File: src/rtl/arpm_pkg.sv
// ---------------------------------------------------------------------------
// arpm_pkg: shared types and constants of the audio RMS and peak meter
// Widths, function codes, status codes and the queue entry format.
// ---------------------------------------------------------------------------
package arpm_pkg;

    // Longest chunk in samples; a sample that reaches it closes the chunk
    localparam int CHUNK_MAX = 256;

    localparam int SAMPLE_W = 16;
    localparam int FUNC_W   = 2;
    localparam int WORD_W   = 32;
    // Sample count per chunk, wide enough to hold CHUNK_MAX itself
    localparam int CNT_W    = $clog2(CHUNK_MAX + 1);
    // Square of a magnitude up to 32768 needs 31 bits
    localparam int SQ_W     = 2 * SAMPLE_W - 1;
    // Sum of up to CHUNK_MAX squares
    localparam int SUM_W    = SQ_W + $clog2(CHUNK_MAX);
    // Mean square fits the square width; radicand is padded to an even width
    localparam int RAD_W    = 2 * SAMPLE_W;
    localparam int ROOT_W   = SAMPLE_W;
    localparam int SREM_W   = ROOT_W + 2;
    localparam int STEP_W   = $clog2(SUM_W + 1);
    localparam int CNTR_W   = 32;
    localparam int STAT_W   = 2;
    localparam int THR_W    = 16;

    localparam int QDEPTH   = 4;
    localparam int QPTR_W   = $clog2(QDEPTH);

    localparam int OUT_W      = 2 * SAMPLE_W + 2 * CNTR_W + STAT_W + 1;
    localparam int OUT_DATA_W = ((OUT_W + 7) / 8) * 8;

    localparam logic [THR_W-1:0] THRESHOLD_RESET = THR_W'(4);

    // Function codes of an input item
    localparam logic [FUNC_W-1:0] FUNC_SAMPLE  = 2'd0;
    localparam logic [FUNC_W-1:0] FUNC_TIMEOUT = 2'd1;
    localparam logic [FUNC_W-1:0] FUNC_ERROR   = 2'd2;
    localparam logic [FUNC_W-1:0] FUNC_CLEAR   = 2'd3;

    // Status codes of a result
    localparam logic [STAT_W-1:0] STATUS_OK        = 2'd0;
    localparam logic [STAT_W-1:0] STATUS_NO_SIGNAL = 2'd1;
    localparam logic [STAT_W-1:0] STATUS_ERROR     = 2'd2;

    // Register byte-address index of the threshold register
    localparam logic REG_THRESHOLD = 1'b0;

    // Classified item handed from the front to the back
    typedef struct packed {
        logic [FUNC_W-1:0]   func;
        logic [SAMPLE_W-1:0] mag;
        logic                close;
        logic [CNT_W-1:0]    count;
    } t_entry;

    // Push request from the front into the queue
    typedef struct packed {
        logic   valid;
        t_entry entry;
    } t_push;

endpackage

File: src/rtl/arpm_front.sv
// ---------------------------------------------------------------------------
// arpm_front: input side of the meter
// Accepts stream items, takes the sample magnitude, tracks the chunk tally
// and marks the sample that closes a chunk.
// ---------------------------------------------------------------------------
module arpm_front (
    input  logic                         i_clk,
    input  logic                         i_rst_n,
    input  logic                         i_tvalid,
    output logic                         o_tready,
    input  logic [arpm_pkg::WORD_W-1:0]  i_tdata,
    input  logic [arpm_pkg::FUNC_W-1:0]  i_tuser,
    input  logic                         i_tlast,
    input  logic                         i_full,
    output arpm_pkg::t_push              o_push
);

    logic [arpm_pkg::CNT_W-1:0]    r_tally;
    logic [arpm_pkg::CNT_W-1:0]    n_tally;
    logic [arpm_pkg::SAMPLE_W-1:0] sample;
    logic [arpm_pkg::CNT_W-1:0]    count;
    logic                          accept;
    logic                          close;

    assign o_tready = !i_full;
    assign accept   = i_tvalid && !i_full;

    // Take the magnitude of the signed sample in the upper half of the word
    assign sample = i_tdata[arpm_pkg::WORD_W-1 -: arpm_pkg::SAMPLE_W];
    assign count  = r_tally + arpm_pkg::CNT_W'(1);
    assign close  = i_tlast || (count == arpm_pkg::CNT_W'(arpm_pkg::CHUNK_MAX));

    always_comb begin
        o_push.valid       = accept;
        o_push.entry.func  = i_tuser;
        o_push.entry.mag   = sample[arpm_pkg::SAMPLE_W-1] ? (arpm_pkg::SAMPLE_W'(0) - sample)
                                                          : sample;
        o_push.entry.close = close;
        o_push.entry.count = count;
    end

    // Advance the tally on samples, restart it on a close or any event
    always_comb begin
        n_tally = r_tally;
        if (accept) begin
            if (i_tuser == arpm_pkg::FUNC_SAMPLE && !close) begin
                n_tally = count;
            end else begin
                n_tally = '0;
            end
        end
    end

    always_ff @(posedge i_clk) begin
        if (!i_rst_n) begin
            r_tally <= '0;
        end else begin
            r_tally <= n_tally;
        end
    end

endmodule

File: src/rtl/arpm_queue.sv
// ---------------------------------------------------------------------------
// arpm_queue: short FIFO between front and back
// Holds classified items so that either side can stall on its own.
// ---------------------------------------------------------------------------
module arpm_queue (
    input  logic              i_clk,
    input  logic              i_rst_n,
    input  arpm_pkg::t_push   i_push,
    input  logic              i_pop,
    output arpm_pkg::t_entry  o_head,
    output logic              o_empty,
    output logic              o_full
);

    arpm_pkg::t_entry              r_mem [arpm_pkg::QDEPTH];
    logic [arpm_pkg::QPTR_W-1:0]   r_wr_ptr;
    logic [arpm_pkg::QPTR_W-1:0]   r_rd_ptr;
    logic [arpm_pkg::QPTR_W:0]     r_count;
    logic                          do_push;
    logic                          do_pop;

    assign o_empty = (r_count == '0);
    assign o_full  = (r_count == (arpm_pkg::QPTR_W + 1)'(arpm_pkg::QDEPTH));
    assign o_head  = r_mem[r_rd_ptr];
    assign do_push = i_push.valid && !o_full;
    assign do_pop  = i_pop && !o_empty;

    // Store the entry at the write pointer
    always_ff @(posedge i_clk) begin
        if (do_push) begin
            r_mem[r_wr_ptr] <= i_push.entry;
        end
    end

    // Move pointers and fill count
    always_ff @(posedge i_clk) begin
        if (!i_rst_n) begin
            r_wr_ptr <= '0;
            r_rd_ptr <= '0;
            r_count  <= '0;
        end else begin
            if (do_push) begin
                r_wr_ptr <= r_wr_ptr + arpm_pkg::QPTR_W'(1);
            end
            if (do_pop) begin
                r_rd_ptr <= r_rd_ptr + arpm_pkg::QPTR_W'(1);
            end
            if (do_push && !do_pop) begin
                r_count <= r_count + (arpm_pkg::QPTR_W + 1)'(1);
            end else if (do_pop && !do_push) begin
                r_count <= r_count - (arpm_pkg::QPTR_W + 1)'(1);
            end
        end
    end

    ap_no_overflow: assert property (@(posedge i_clk) disable iff (!i_rst_n)
        i_push.valid |-> !o_full)
        else $error("queue push while full");

    ap_no_underflow: assert property (@(posedge i_clk) disable iff (!i_rst_n)
        i_pop |-> !o_empty)
        else $error("queue pop while empty");

    ap_count_step: assert property (@(posedge i_clk) disable iff (!i_rst_n)
        (!do_push && !do_pop) |=> $stable(r_count))
        else $error("queue fill count moved without a transfer");

endmodule

File: src/rtl/arpm_back.sv
// ---------------------------------------------------------------------------
// arpm_back: execution side of the meter
// Squares and accumulates samples, divides the sum by the count and takes
// the square root bit by bit at chunk close, applies events and holds the
// result in an output register.
// ---------------------------------------------------------------------------
module arpm_back (
    input  logic                             i_clk,
    input  logic                             i_rst_n,
    input  arpm_pkg::t_entry                 i_head,
    input  logic                             i_empty,
    output logic                             o_pop,
    input  logic [arpm_pkg::THR_W-1:0]       i_threshold,
    output logic                             o_tvalid,
    input  logic                             i_tready,
    output logic [arpm_pkg::OUT_DATA_W-1:0]  o_tdata
);

    localparam logic [2:0] ST_IDLE = 3'd0;
    localparam logic [2:0] ST_EXEC = 3'd1;
    localparam logic [2:0] ST_DIV  = 3'd2;
    localparam logic [2:0] ST_SQRT = 3'd3;
    localparam logic [2:0] ST_EMIT = 3'd4;

    logic [2:0]                      r_state;
    logic [2:0]                      n_state;

    // Current item
    logic [arpm_pkg::FUNC_W-1:0]     r_func;
    logic [arpm_pkg::SAMPLE_W-1:0]   r_mag;
    logic                            r_close;
    logic [arpm_pkg::CNT_W-1:0]      r_cnt;
    logic [arpm_pkg::SQ_W-1:0]       r_sq;

    // Accumulators
    logic [arpm_pkg::SUM_W-1:0]      r_sum;
    logic [arpm_pkg::SAMPLE_W-1:0]   r_peak;

    // Divider and square root
    logic [arpm_pkg::STEP_W-1:0]     r_step;
    logic [arpm_pkg::SUM_W-1:0]      r_dvd;
    logic [arpm_pkg::CNT_W-1:0]      r_rem;
    logic [arpm_pkg::RAD_W-1:0]      r_rad;
    logic [arpm_pkg::SREM_W-1:0]     r_srem;
    logic [arpm_pkg::ROOT_W-1:0]     r_root;

    // Held values
    logic [arpm_pkg::SAMPLE_W-1:0]   r_held_rms;
    logic [arpm_pkg::SAMPLE_W-1:0]   r_held_peak;
    logic [arpm_pkg::CNTR_W-1:0]     r_chunks;
    logic [arpm_pkg::CNTR_W-1:0]     r_errors;
    logic [arpm_pkg::STAT_W-1:0]     r_status;
    logic                            r_ready;
    logic [arpm_pkg::SAMPLE_W-1:0]   n_held_rms;
    logic [arpm_pkg::SAMPLE_W-1:0]   n_held_peak;
    logic [arpm_pkg::CNTR_W-1:0]     n_chunks;
    logic [arpm_pkg::CNTR_W-1:0]     n_errors;
    logic [arpm_pkg::STAT_W-1:0]     n_status;
    logic                            n_ready;

    // Output register
    logic                            r_out_valid;
    logic [arpm_pkg::OUT_DATA_W-1:0] r_out_data;

    logic                            out_free;
    logic                            emit;
    logic [arpm_pkg::SUM_W-1:0]      sum_total;
    logic [arpm_pkg::CNT_W:0]        rem_sh;
    logic                            div_ge;
    logic [arpm_pkg::CNT_W:0]        rem_sub;
    logic [arpm_pkg::SREM_W+1:0]     srem_sh;
    logic [arpm_pkg::SREM_W+1:0]     trial;
    logic                            sq_ge;
    logic [arpm_pkg::SREM_W+1:0]     srem_sub;

    assign out_free  = !r_out_valid || i_tready;
    assign emit      = (r_state == ST_EMIT) && out_free;
    assign o_pop     = (r_state == ST_IDLE) && !i_empty;
    assign o_tvalid  = r_out_valid;
    assign o_tdata   = r_out_data;
    assign sum_total = r_sum + arpm_pkg::SUM_W'(r_sq);

    // One restoring division step: bring down one dividend bit
    assign rem_sh  = {r_rem, r_dvd[arpm_pkg::SUM_W-1]};
    assign div_ge  = (rem_sh >= {1'b0, r_cnt});
    assign rem_sub = rem_sh - {1'b0, r_cnt};

    // One square root step: bring down two radicand bits
    assign srem_sh  = {r_srem, r_rad[arpm_pkg::RAD_W-1 -: 2]};
    assign trial    = (arpm_pkg::SREM_W + 2)'({r_root, 2'b01});
    assign sq_ge    = (srem_sh >= trial);
    assign srem_sub = srem_sh - trial;

    // Sequence one item
    always_comb begin
        n_state = r_state;
        unique case (r_state)
            ST_IDLE: begin
                if (!i_empty) begin
                    n_state = ST_EXEC;
                end
            end
            ST_EXEC: begin
                if (r_func != arpm_pkg::FUNC_SAMPLE) begin
                    n_state = ST_EMIT;
                end else if (r_close) begin
                    n_state = ST_DIV;
                end else begin
                    n_state = ST_IDLE;
                end
            end
            ST_DIV: begin
                if (r_step == arpm_pkg::STEP_W'(1)) begin
                    n_state = ST_SQRT;
                end
            end
            ST_SQRT: begin
                if (r_step == arpm_pkg::STEP_W'(1)) begin
                    n_state = ST_EMIT;
                end
            end
            ST_EMIT: begin
                if (out_free) begin
                    n_state = ST_IDLE;
                end
            end
            default: begin
                n_state = ST_IDLE;
            end
        endcase
    end

    // Work out the held values that the current item leaves
    always_comb begin
        n_held_rms  = r_held_rms;
        n_held_peak = r_held_peak;
        n_chunks    = r_chunks;
        n_errors    = r_errors;
        n_status    = r_status;
        n_ready     = r_ready;
        unique case (r_func)
            arpm_pkg::FUNC_SAMPLE: begin
                n_held_rms  = r_root;
                n_held_peak = r_peak;
                n_chunks    = r_chunks + arpm_pkg::CNTR_W'(1);
                n_status    = (r_root > i_threshold) ? arpm_pkg::STATUS_OK
                                                     : arpm_pkg::STATUS_NO_SIGNAL;
            end
            arpm_pkg::FUNC_TIMEOUT: begin
                n_held_rms  = '0;
                n_held_peak = '0;
                n_status    = arpm_pkg::STATUS_NO_SIGNAL;
            end
            arpm_pkg::FUNC_ERROR: begin
                n_errors    = r_errors + arpm_pkg::CNTR_W'(1);
                n_ready     = 1'b0;
                n_status    = arpm_pkg::STATUS_ERROR;
            end
            arpm_pkg::FUNC_CLEAR: begin
                n_held_rms  = '0;
                n_held_peak = '0;
                n_chunks    = '0;
                n_errors    = '0;
                if (r_ready) begin
                    n_status = arpm_pkg::STATUS_OK;
                end
            end
            default: begin
                n_status = r_status;
            end
        endcase
    end

    // Control state, accumulators and held values
    always_ff @(posedge i_clk) begin
        if (!i_rst_n) begin
            r_state     <= ST_IDLE;
            r_sum       <= '0;
            r_peak      <= '0;
            r_held_rms  <= '0;
            r_held_peak <= '0;
            r_chunks    <= '0;
            r_errors    <= '0;
            r_status    <= arpm_pkg::STATUS_OK;
            r_ready     <= 1'b1;
            r_out_valid <= 1'b0;
        end else begin
            r_state <= n_state;
            // Accumulate a sample
            if (r_state == ST_EXEC && r_func == arpm_pkg::FUNC_SAMPLE) begin
                r_sum <= sum_total;
                if (r_mag > r_peak) begin
                    r_peak <= r_mag;
                end
            end
            // Commit a result and drop the partial chunk
            if (emit) begin
                r_sum       <= '0;
                r_peak      <= '0;
                r_held_rms  <= n_held_rms;
                r_held_peak <= n_held_peak;
                r_chunks    <= n_chunks;
                r_errors    <= n_errors;
                r_status    <= n_status;
                r_ready     <= n_ready;
                r_out_valid <= 1'b1;
            end else if (i_tready) begin
                r_out_valid <= 1'b0;
            end
        end
    end

    // Datapath registers
    always_ff @(posedge i_clk) begin
        if (o_pop) begin
            r_func  <= i_head.func;
            r_mag   <= i_head.mag;
            r_close <= i_head.close;
            r_cnt   <= i_head.count;
            r_sq    <= arpm_pkg::SQ_W'({arpm_pkg::SAMPLE_W'(0), i_head.mag}
                                       * {arpm_pkg::SAMPLE_W'(0), i_head.mag});
        end
        unique case (r_state)
            ST_EXEC: begin
                r_dvd  <= sum_total;
                r_rem  <= '0;
                r_step <= arpm_pkg::STEP_W'(arpm_pkg::SUM_W);
            end
            ST_DIV: begin
                r_dvd  <= {r_dvd[arpm_pkg::SUM_W-2:0], div_ge};
                r_rem  <= div_ge ? rem_sub[arpm_pkg::CNT_W-1:0] : rem_sh[arpm_pkg::CNT_W-1:0];
                if (r_step == arpm_pkg::STEP_W'(1)) begin
                    r_rad  <= {1'b0, r_dvd[arpm_pkg::SQ_W-2:0], div_ge};
                    r_srem <= '0;
                    r_root <= '0;
                    r_step <= arpm_pkg::STEP_W'(arpm_pkg::ROOT_W);
                end else begin
                    r_step <= r_step - arpm_pkg::STEP_W'(1);
                end
            end
            ST_SQRT: begin
                r_rad  <= {r_rad[arpm_pkg::RAD_W-3:0], 2'b00};
                r_srem <= sq_ge ? srem_sub[arpm_pkg::SREM_W-1:0]
                                : srem_sh[arpm_pkg::SREM_W-1:0];
                r_root <= {r_root[arpm_pkg::ROOT_W-2:0], sq_ge};
                r_step <= r_step - arpm_pkg::STEP_W'(1);
            end
            default: begin
                r_step <= r_step;
            end
        endcase
        // Load the output register
        if (emit) begin
            r_out_data <= arpm_pkg::OUT_DATA_W'({n_ready, n_status, n_errors, n_chunks,
                                                 n_held_peak, n_held_rms});
        end
    end

    ap_rem_below_divisor: assert property (@(posedge i_clk) disable iff (!i_rst_n)
        (r_state == ST_DIV) |-> ({1'b0, r_rem} < {1'b0, r_cnt}))
        else $error("division remainder reached the divisor");

    ap_square_bound: assert property (@(posedge i_clk) disable iff (!i_rst_n)
        (r_state == ST_EXEC) |-> (r_sq <= (arpm_pkg::SQ_W'(1) << (arpm_pkg::SQ_W - 1))))
        else $error("sample square out of range");

    ap_emit_returns: assert property (@(posedge i_clk) disable iff (!i_rst_n)
        emit |=> (r_state == ST_IDLE) && r_out_valid && (r_sum == '0))
        else $error("result commit did not finish the item");

    ap_pop_only_idle: assert property (@(posedge i_clk) disable iff (!i_rst_n)
        o_pop |=> (r_state == ST_EXEC))
        else $error("queue entry taken outside idle");

endmodule

File: src/rtl/audio_rms_peak_meter_core.sv
// Flow: an input item is queued, then fetched by the back end when idle.
// Each sample is fetched and accumulated; an event goes on to the output
// register, and a chunk close first runs the one-bit-a-cycle divider and
// the square root. The queue takes new items while the back end works.
// Reset: synchronous, active low; clears control state, counters and held
// levels, sets ready, threshold to 4.
// ---------------------------------------------------------------------------
// audio_rms_peak_meter_core: RMS and peak level meter for microphone words
// Front end classifies stream items into a short queue; the back end
// accumulates, divides, takes the root and presents held levels.
// ---------------------------------------------------------------------------
module audio_rms_peak_meter_core (
    input  logic                             i_clk,
    input  logic                             i_rst_n,
    // Input stream
    input  logic                             s_axis_tvalid,
    output logic                             s_axis_tready,
    input  logic [arpm_pkg::WORD_W-1:0]      s_axis_tdata,   // [31:0] raw_word
    input  logic [arpm_pkg::FUNC_W-1:0]      s_axis_tuser,   // [1:0] func
    input  logic                             s_axis_tlast,   // last_sample
    // Result stream
    output logic                             m_axis_tvalid,
    input  logic                             m_axis_tready,
    // [15:0] rms_level, [31:16] peak_level, [63:32] chunk_total,
    // [95:64] error_total, [97:96] status_code, [98] mic_ready, rest zero
    output logic [arpm_pkg::OUT_DATA_W-1:0]  m_axis_tdata,
    // Register port
    input  logic                             psel,
    input  logic                             penable,
    input  logic                             pwrite,
    input  logic [2:0]                       paddr,
    input  logic [31:0]                      pwdata,
    output logic [31:0]                      prdata,
    output logic                             pready
);

    logic [arpm_pkg::THR_W-1:0] r_threshold;
    arpm_pkg::t_push            push;
    arpm_pkg::t_entry           head;
    logic                       q_empty;
    logic                       q_full;
    logic                       pop;

    // Register write and read
    assign pready = 1'b1;
    assign prdata = (paddr[2] == arpm_pkg::REG_THRESHOLD) ? 32'(r_threshold) : 32'd0;

    always_ff @(posedge i_clk) begin
        if (!i_rst_n) begin
            r_threshold <= arpm_pkg::THRESHOLD_RESET;
        end else if (psel && penable && pwrite && pready
                     && paddr[2] == arpm_pkg::REG_THRESHOLD) begin
            r_threshold <= pwdata[arpm_pkg::THR_W-1:0];
        end
    end

    arpm_front u_front (
        .i_clk    (i_clk),
        .i_rst_n  (i_rst_n),
        .i_tvalid (s_axis_tvalid),
        .o_tready (s_axis_tready),
        .i_tdata  (s_axis_tdata),
        .i_tuser  (s_axis_tuser),
        .i_tlast  (s_axis_tlast),
        .i_full   (q_full),
        .o_push   (push)
    );

    arpm_queue u_queue (
        .i_clk   (i_clk),
        .i_rst_n (i_rst_n),
        .i_push  (push),
        .i_pop   (pop),
        .o_head  (head),
        .o_empty (q_empty),
        .o_full  (q_full)
    );

    arpm_back u_back (
        .i_clk       (i_clk),
        .i_rst_n     (i_rst_n),
        .i_head      (head),
        .i_empty     (q_empty),
        .o_pop       (pop),
        .i_threshold (r_threshold),
        .o_tvalid    (m_axis_tvalid),
        .i_tready    (m_axis_tready),
        .o_tdata     (m_axis_tdata)
    );

endmodule

File: config.mk
export PLATFORM = sky130hd
export DESIGN_NAME = audio_rms_peak_meter_core
export DESIGN_NICKNAME = d
export VERILOG_FILES = /design/src/rtl/arpm_pkg.sv /design/src/rtl/arpm_front.sv /design/src/rtl/arpm_queue.sv /design/src/rtl/arpm_back.sv /design/src/rtl/audio_rms_peak_meter_core.sv
export SDC_FILE = /design/constraint.sdc
export NUM_CORES = 1
export LEC_CHECK = 0
export CELL_PAD_IN_SITES_DETAIL_PLACEMENT = 2
export CELL_PAD_IN_SITES_GLOBAL_PLACEMENT = 2
export CORE_UTILIZATION = 40
export DETAILED_ROUTE_END_ITERATION = 16
export DONT_BUFFER_PORTS = 1
export PLACE_DENSITY_LB_ADDON = 0.1
export SETUP_SLACK_MARGIN = 0.05
export SLEW_MARGIN = 30
export SYNTH_ARGS = -nofsm -noshare
export SYNTH_HDL_FRONTEND = slang
export SYNTH_HIERARCHICAL = 1
export SYNTH_SLANG_ARGS = --single-unit
File: constraint.sdc
create_clock -name i_clk -period 11.12 [get_ports i_clk]
set_clock_uncertainty 0.15 [all_clocks]
set_input_delay 0.556 -clock i_clk [delete_from_list [all_inputs] [get_ports i_clk]]
set_output_delay 0.556 -clock i_clk [all_outputs]
set_load 0.03 [all_outputs]
* Yosys cells after proc, flatten, opt, wreduce, memory -nomap -nowiden *
Memories as Yosys holds them, arrays and structs flattened. A register that Yosys moved wholly into a read port is not among the register bits.
Cells that the tools add are included.

cells by class
  add/subtract/negate cells = 12
  reduce and logical (&&, ||, !) cells = 35
  bitwise gates (word level) = 2
  equality and inequality tests = 14
  $mul = 1
  mux-type cells = 38
  $lt $le $gt $ge = 4

operators by type and width
  operator                                                             number
  32-bit one-hot mux with 2 select lines                               3
  16-bit one-hot mux with 2 select lines                               3
  39-bit one-hot mux with 2 select lines                               1
  32-bit by 1-bit adder with 32-bit output, second input constant      2
  16-bit two-way mux                                                   3
  39-bit by 31-bit adder with 39-bit output                            1
  18-bit two-way mux                                                   2
  18-bit one-hot mux with 2 select lines                               1
  16-bit greater-than comparator                                       2
  32-bit two-way mux                                                   1
  16-bit by 16-bit multiplier with 31-bit output                       1
  3-bit two-way mux                                                    7
  20-bit by 18-bit greater-or-equal comparator with 1-bit output       1
  9-bit two-way mux                                                    2
  6-bit one-hot mux with 3 select lines                                1
  9-bit one-hot mux with 2 select lines                                1
  18-bit subtractor                                                    1
  1-bit by 16-bit subtractor with 16-bit output, first input constant  1
  3-bit one-hot mux with 5 select lines                                1
  1-bit logical AND                                                    12
  10-bit by 9-bit greater-or-equal comparator with 1-bit output        1
  2-bit nonzero test                                                   5
  9-bit by 1-bit adder with 9-bit output, second input constant        1
  9-bit equality test, second input constant                           1
  26 further kinds                                                     51

storage, ports and cells
  input bits = 77
  register bits after elaboration = 468
  bits in writable memories = 112
  word-level logic and storage cells = 134
  memories kept = 1

memory list
  name           words  bits a word  rd ports  clocked after memory_dff  write ports  RTL line          RTL
  u_queue.r_mem  4      28           1         1                         1            arpm_queue.sv:15  arpm_pkg::t_entry r_mem [arpm_pkg::QDEPTH];

* Depth between registers and ports, before layout *
  depth in word-level cells = 8
  gate-level depth with buffers = 27
  depth with buffers taken out = 25

* Modules after synthesis *
The synthesis kept the hierarchy.

modules (own cells, without submodules)
  module                     seq. area each (µm²)  cells each  instances  area an instance (µm²)
  arpm_back                  11451.0               3036        1          28401.0
  arpm_queue                 3543.4                194         1          4571.9
  arpm_front                 180.2                 131         1          989.7
  audio_rms_peak_meter_core  320.3                 106         1          912.1

* Worst setup path after synthesis *
No wires, ideal clock.

  path kind = reg-to-reg
  from = reg u_queue/r_count[0] (netlist bit)
  to = reg u_queue/r_count[2] (netlist bit)
  stages on the path, launching flop included = 10
  library setup time = 76 ps
  path slack = 2935 ps
  period minus slack after synthesis = 8185 ps
  arrival = 7960 ps
  buffers on the path = 0
  required time = 10894 ps
  cell sequence = dfxtp_1 -> nor3_1 -> nor4_1 -> o31ai_2 -> ha_1 -> inv_1 -> fa_1 -> xor2_1 -> or3_1 -> a21boi_0

between the ends
  cells in the longest elaborated chain, start to end = 7
  elaborated cells between the ends (all ways) = 17

RTL lines
  what                                                            RTL line                         RTL
  from (decl)                                                     arpm_queue.sv:18                 logic [arpm_pkg::QPTR_W:0] r_count;
  from (signal assigned)                                          arpm_queue.sv:49                 r_count <= r_count + (arpm_pkg::QPTR_W + 1)'(1);
  from (signal assigned)                                          arpm_queue.sv:51                 r_count <= r_count - (arpm_pkg::QPTR_W + 1)'(1);
  3-bit zero test *                                               arpm_queue.sv:22                 assign o_empty = (r_count == '0);
  net q_empty                                                     audio_rms_peak_meter_core.sv:40  logic q_empty;
  1-bit zero test *                                               arpm_back.sv:78                  assign o_pop = (r_state == ST_IDLE) && !i_empty;
  1-bit logical AND *                                             arpm_back.sv:78
  net pop                                                         audio_rms_peak_meter_core.sv:42  logic pop;
  1-bit logical AND *                                             arpm_queue.sv:26                 assign do_pop = i_pop && !o_empty;
  1-bit zero test                                                 arpm_queue.sv:48                 if (do_push && !do_pop) begin
  1-bit logical AND                                               arpm_queue.sv:48
  3-bit two-way mux / 2-bit nonzero test (equally long branches)  -

The timed path passes the listed nets; every way through them passes the cells marked *. The select of a mux whose other input is x is not followed.
A chain may end at the register's enable or synchronous reset.

==> impl_table.tex <==
\begin{tabular}{lr}
\hline
Metric & Value \\
\hline
\multicolumn{2}{l}{\textbf{Status}} \\
Outcome & completed \\
\multicolumn{2}{l}{\textbf{Setup path}} \\
Delay of the slowest critical-path stage & 0.88 ns \\
Most used cell along the critical path & sky130\_fd\_sc\_hd\_\_inv\_1 \\
Kind of critical path & flip-flop to flip-flop \\
Critical path capture point type & flip-flop \\
Worst path cell trace & mux4\_2 > inv\_1 > nor2\_1 > fa\_1 > inv\_1 > fa\_1 > inv\_1 > fa\_1 > inv\_1 > fa\_1 > inv\_1 > fa\_1 > inv\_1 > fa\_1 > inv\_1 > ha\_1 > o21a\_1 > o21ai\_0 > o21ai\_1 > a41oi\_1 > o21ai\_1 > a221o\_1 > a21oi\_1 > xnor2\_1 \\
Highest fanout seen on the critical path & 15 \\
Crit path DAT & 8.29 ns \\
Critical path's slowest cell & sky130\_fd\_sc\_hd\_\_dfxtp\_1 \\
Worst setup SP type & flip-flop \\
Buffers and inverters on the worst path & 7 \\
FF-to-FF End & u\_back/r\_sq[30]\$\_DFFE\_PP\_ \\
R2R setup slack & 3.01 ns \\
Required time of the worst setup path & 11.30 ns \\
Worst Reg2Reg Path Length in Cells & 24 \\
Kind of cell adding the most delay to the critical path & adder cells \\
\multicolumn{2}{l}{\textbf{Floorplan}} \\
Initial core utilization & 40.6\% \\
Floorplan die height & 297 microns \\
IO Count & 216 \\
Cell row count & 107 \\
Core area & 85800 sq um \\
Total die area & 88400 sq um \\
Die width & 297 microns \\
\multicolumn{2}{l}{\textbf{Route}} \\
Drt drc & 0 \\
Final routed wirelength across all metal layers & 99.3 mm \\
Mean routed wirelength per cell & 21.4 microns \\
Number of DRC markers after the initial detailed-route iteration & 954 \\
Detailed-router iteration count before antenna repair & 4 \\
Via density per instance & 5.38 \\
Vias after detailed routing & 24900 \\
Post-route ant nets & 0 \\
\multicolumn{2}{l}{\textbf{STA}} \\
Max-slew violations & 0 \\
Final cycle utilization of the critical path & 72.9\% \\
Worst rel slew slack & 29.9\% \\
Maximum frequency from static timing analysis & 123 MHz \\
Crit path time final & 8.11 ns \\
Unrepaired setup endpoints after global routing & false \\
Count of final setup violators & 0 \\
Total count of hold-check failures in the final report & 0 \\
Slew of the pin with the lowest slew margin & 1.04 ns \\
Total Negative Setup Slacks & 0 ns \\
\multicolumn{2}{l}{\textbf{Clock network}} \\
Buffers from clock root to sink, at most & 3 \\
CTS H-tree lvls & 3 \\
CTS tree & done \\
\# resized after CTS & 0 \\
Clock latency on the worst-skew pair & 0.61 ns \\
Setup repair bufs after CTS & 0 \\
Root Driver & sky130\_fd\_sc\_hd\_\_clkbuf\_16 \\
Clock transition at the registers of the reported paths & 0.06 ns \\
Number of sinks on the clock net & 580 \\
Number of buffers added by the clock tree synthesis step & 70 \\
Number of buffers inserted for hold repair after clock tree synthesis & 22 \\
\multicolumn{2}{l}{\textbf{Synthesis}} \\
Share of the yosys chip area belonging to registers & 44.4\% \\
Most used standard cell by instance count after synthesis & sky130\_fd\_sc\_hd\_\_nand2\_1 \\
Share of synthesized registers carrying an async set or reset & 0\% \\
Number of instances in the synthesized netlist & 3467 \\
Synth top area share & 33.4\% \\
Unique cell type count in the Yosys netlist & 88 \\
Yosys Warn Count & 6 \\
Post-synth top flop & sky130\_fd\_sc\_hd\_\_edfxtp\_1 \\
Number of synthesized register bits & 580 \\
Synthesized area divided by synthesized cell count & 10.1 sq um \\
Most used standard cells in the synthesized netlist & sky130\_fd\_sc\_hd\_\_nand2\_1, sky130\_fd\_sc\_hd\_\_edfxtp\_1, sky130\_fd\_sc\_hd\_\_inv\_1 \\
Netlist Area Pre-Place & 34900 sq um \\
Dominant cells by area after synthesis & sky130\_fd\_sc\_hd\_\_edfxtp\_1, sky130\_fd\_sc\_hd\_\_dfxtp\_1, sky130\_fd\_sc\_hd\_\_fa\_1 \\
Yosys top cell by area & sky130\_fd\_sc\_hd\_\_edfxtp\_1 \\
Number of enable flip-flop cells after synthesis & 388 \\
\multicolumn{2}{l}{\textbf{Final layout}} \\
Number of standard cells in the final layout excluding fillers & 4636 \\
Area Overhead vs Synth & 9.61\% \\
Post-layout net count & 3884 \\
Antenna diodes & 0 \\
Utilization of the core after routing & 44.5\% \\
Cell area after layout & 38200 sq um \\
Fraction of layout instances using a drive strength above 1 & 6.04\% \\
Number of fill cells in the layout & 8947 \\
\multicolumn{2}{l}{\textbf{Placement}} \\
Cell count after placement & 4485 \\
Buffers on Ports & 0 \\
DPL Wire Length & 70.2 mm \\
Weighted congestion reported at the end of routability-driven placement & 0.847 \\
Placed Area & 35800 sq um \\
\multicolumn{2}{l}{\textbf{Global route}} \\
Gr usage total & 22.6\% \\
Number of antenna violations at the first check in global routing & 3 \\
Via count of the first global-routing pass & 28500 \\
Largest net degree at the start of global routing & 106 \\
First-pass GRT wire length & 158 mm \\
Remaining global-route overflow & 0 \\
\multicolumn{2}{l}{\textbf{Hold path}} \\
Hold worst-path end & u\_queue/r\_mem[1][9]\$\_DFFE\_PP\_ \\
Min-delay worst type & input pin to flip-flop \\
Worst Hold Depth & 1 \\
Worst min-delay path startpoint & s\_axis\_tlast \\
\multicolumn{2}{l}{\textbf{Flow run}} \\
\# Max-Cap Violations & 0 \\
\hline
\end{tabular}
## routing by layer
layer | track usage (%) | up-vias | wire length (microns)
li1 | - | 11700 | -
met1 | 26.7 | 12800 | 41400
met2 | 42.5 | 356 | 53100
met3 | 2.67 | 136 | 2280
met4 | 6.75 | 2 | 2550
met5 | 0 | - | 14
## final cells by class
class                      count  area, sq um  share of cell area, %
clock buffer                  99         1930                   5.06
clock inverter                29          243                  0.635
inverter                     328         1240                   3.24
multi-input combinational   2407        17400                   45.6
sequential                   580        15500                   40.5
tap                         1144         1430                   3.74
timing repair buffer          49          457                   1.19
## cells in the final DEF, fill, tap and decap left out, types with 24 or more instances in the layout
cell type                   count
sky130_fd_sc_hd__a211oi_1      24
sky130_fd_sc_hd__a21o_1        45
sky130_fd_sc_hd__and2_1        73
sky130_fd_sc_hd__nor2b_1       46
sky130_fd_sc_hd__o21ai_0      191
sky130_fd_sc_hd__mux4_2        24
sky130_fd_sc_hd__clkbuf_16     72
sky130_fd_sc_hd__dfxtp_1      191
sky130_fd_sc_hd__xnor2_1       92
sky130_fd_sc_hd__nand3_1       86
sky130_fd_sc_hd__edfxtp_1     388
sky130_fd_sc_hd__nor3_1        73
sky130_fd_sc_hd__xor2_1        52
sky130_fd_sc_hd__nand2_1      514
sky130_fd_sc_hd__clkbuf_1      24
sky130_fd_sc_hd__fa_1         165
sky130_fd_sc_hd__nand4_1       28
sky130_fd_sc_hd__nand2b_1      26
sky130_fd_sc_hd__buf_4         25
sky130_fd_sc_hd__a21oi_1      149
sky130_fd_sc_hd__ha_1         204
sky130_fd_sc_hd__inv_1        326
sky130_fd_sc_hd__mux2i_1       42
sky130_fd_sc_hd__nor2_1       302
## how the worst max path moves through the flow
stage	depth (start not counted)	slack, ns	endpoint
floorplan	9	2.93	u_queue/r_count[2]$_SDFFE_PN0P_
global placement	24	3.13	u_back/r_sq[30]$_DFFE_PP_
detailed placement	24	2.99	u_back/r_sq[30]$_DFFE_PP_
CTS	24	2.93	u_back/r_sq[30]$_DFFE_PP_
global route	25	2.55	u_back/r_sq[30]$_DFFE_PP_
finish	24	3.01	u_back/r_sq[30]$_DFFE_PP_
## registers in the layout, summed over array words and instances, names as in the netlist, 3 cells and up, named ones only
name / count
u_front/r_tally: 9
u_queue/r_count: 3
u_queue/r_mem: 112
u_back/r_rad: 32
u_back/r_rem: 9
u_back/r_cnt: 9
r_threshold: 16
u_back/r_held_peak: 16
u_back/r_step: 6
u_back/r_peak: 16
u_back/r_errors: 32
u_back/r_sum: 39
u_back/r_srem: 18
u_back/r_chunks: 32
u_back/r_sq: 29
u_back/r_root: 16
u_back/r_state: 3
u_back/r_dvd: 39
u_back/r_mag: 16
u_back/r_held_rms: 16
u_back/o_tdata: 99
## kinds of logic (layout without fill, tap and decap cells)
| logic type | count (synthesis) | count (layout) | synth area share [%] |
|---|---|---|---|
| multiplexers | 72 | 72 | 3.12 |
| buffers and inverters | 499 | 505 | 6.05 |
| AND/OR/NAND/NOR | 1254 | 1254 | 16.3 |
| XOR/XNOR | 144 | 144 | 3.62 |
| AO/OA/AOI/OAI | 544 | 544 | 9.56 |
| flip-flops | 580 | 580 | 44.4 |
| adder cells (fa/ha/maj) | 371 | 371 | 16.9 |
| other | 3 | 22 | 0.0323 |
## through the flow
stage          hold WS, ns  setup WS [ns]
6_report            0.0589           3.01
5_1_grt             0.0160           2.55
4_1_cts           0.000899           2.93
3_5_place_dp         0.308           2.99
3_3_place_gp         0.293           3.13
2_1_floorplan        0.283           2.93
Power is left out: the tool's default activity adds up to more than one toggle a clock period on the data nets, which glitch-free logic cannot reach.
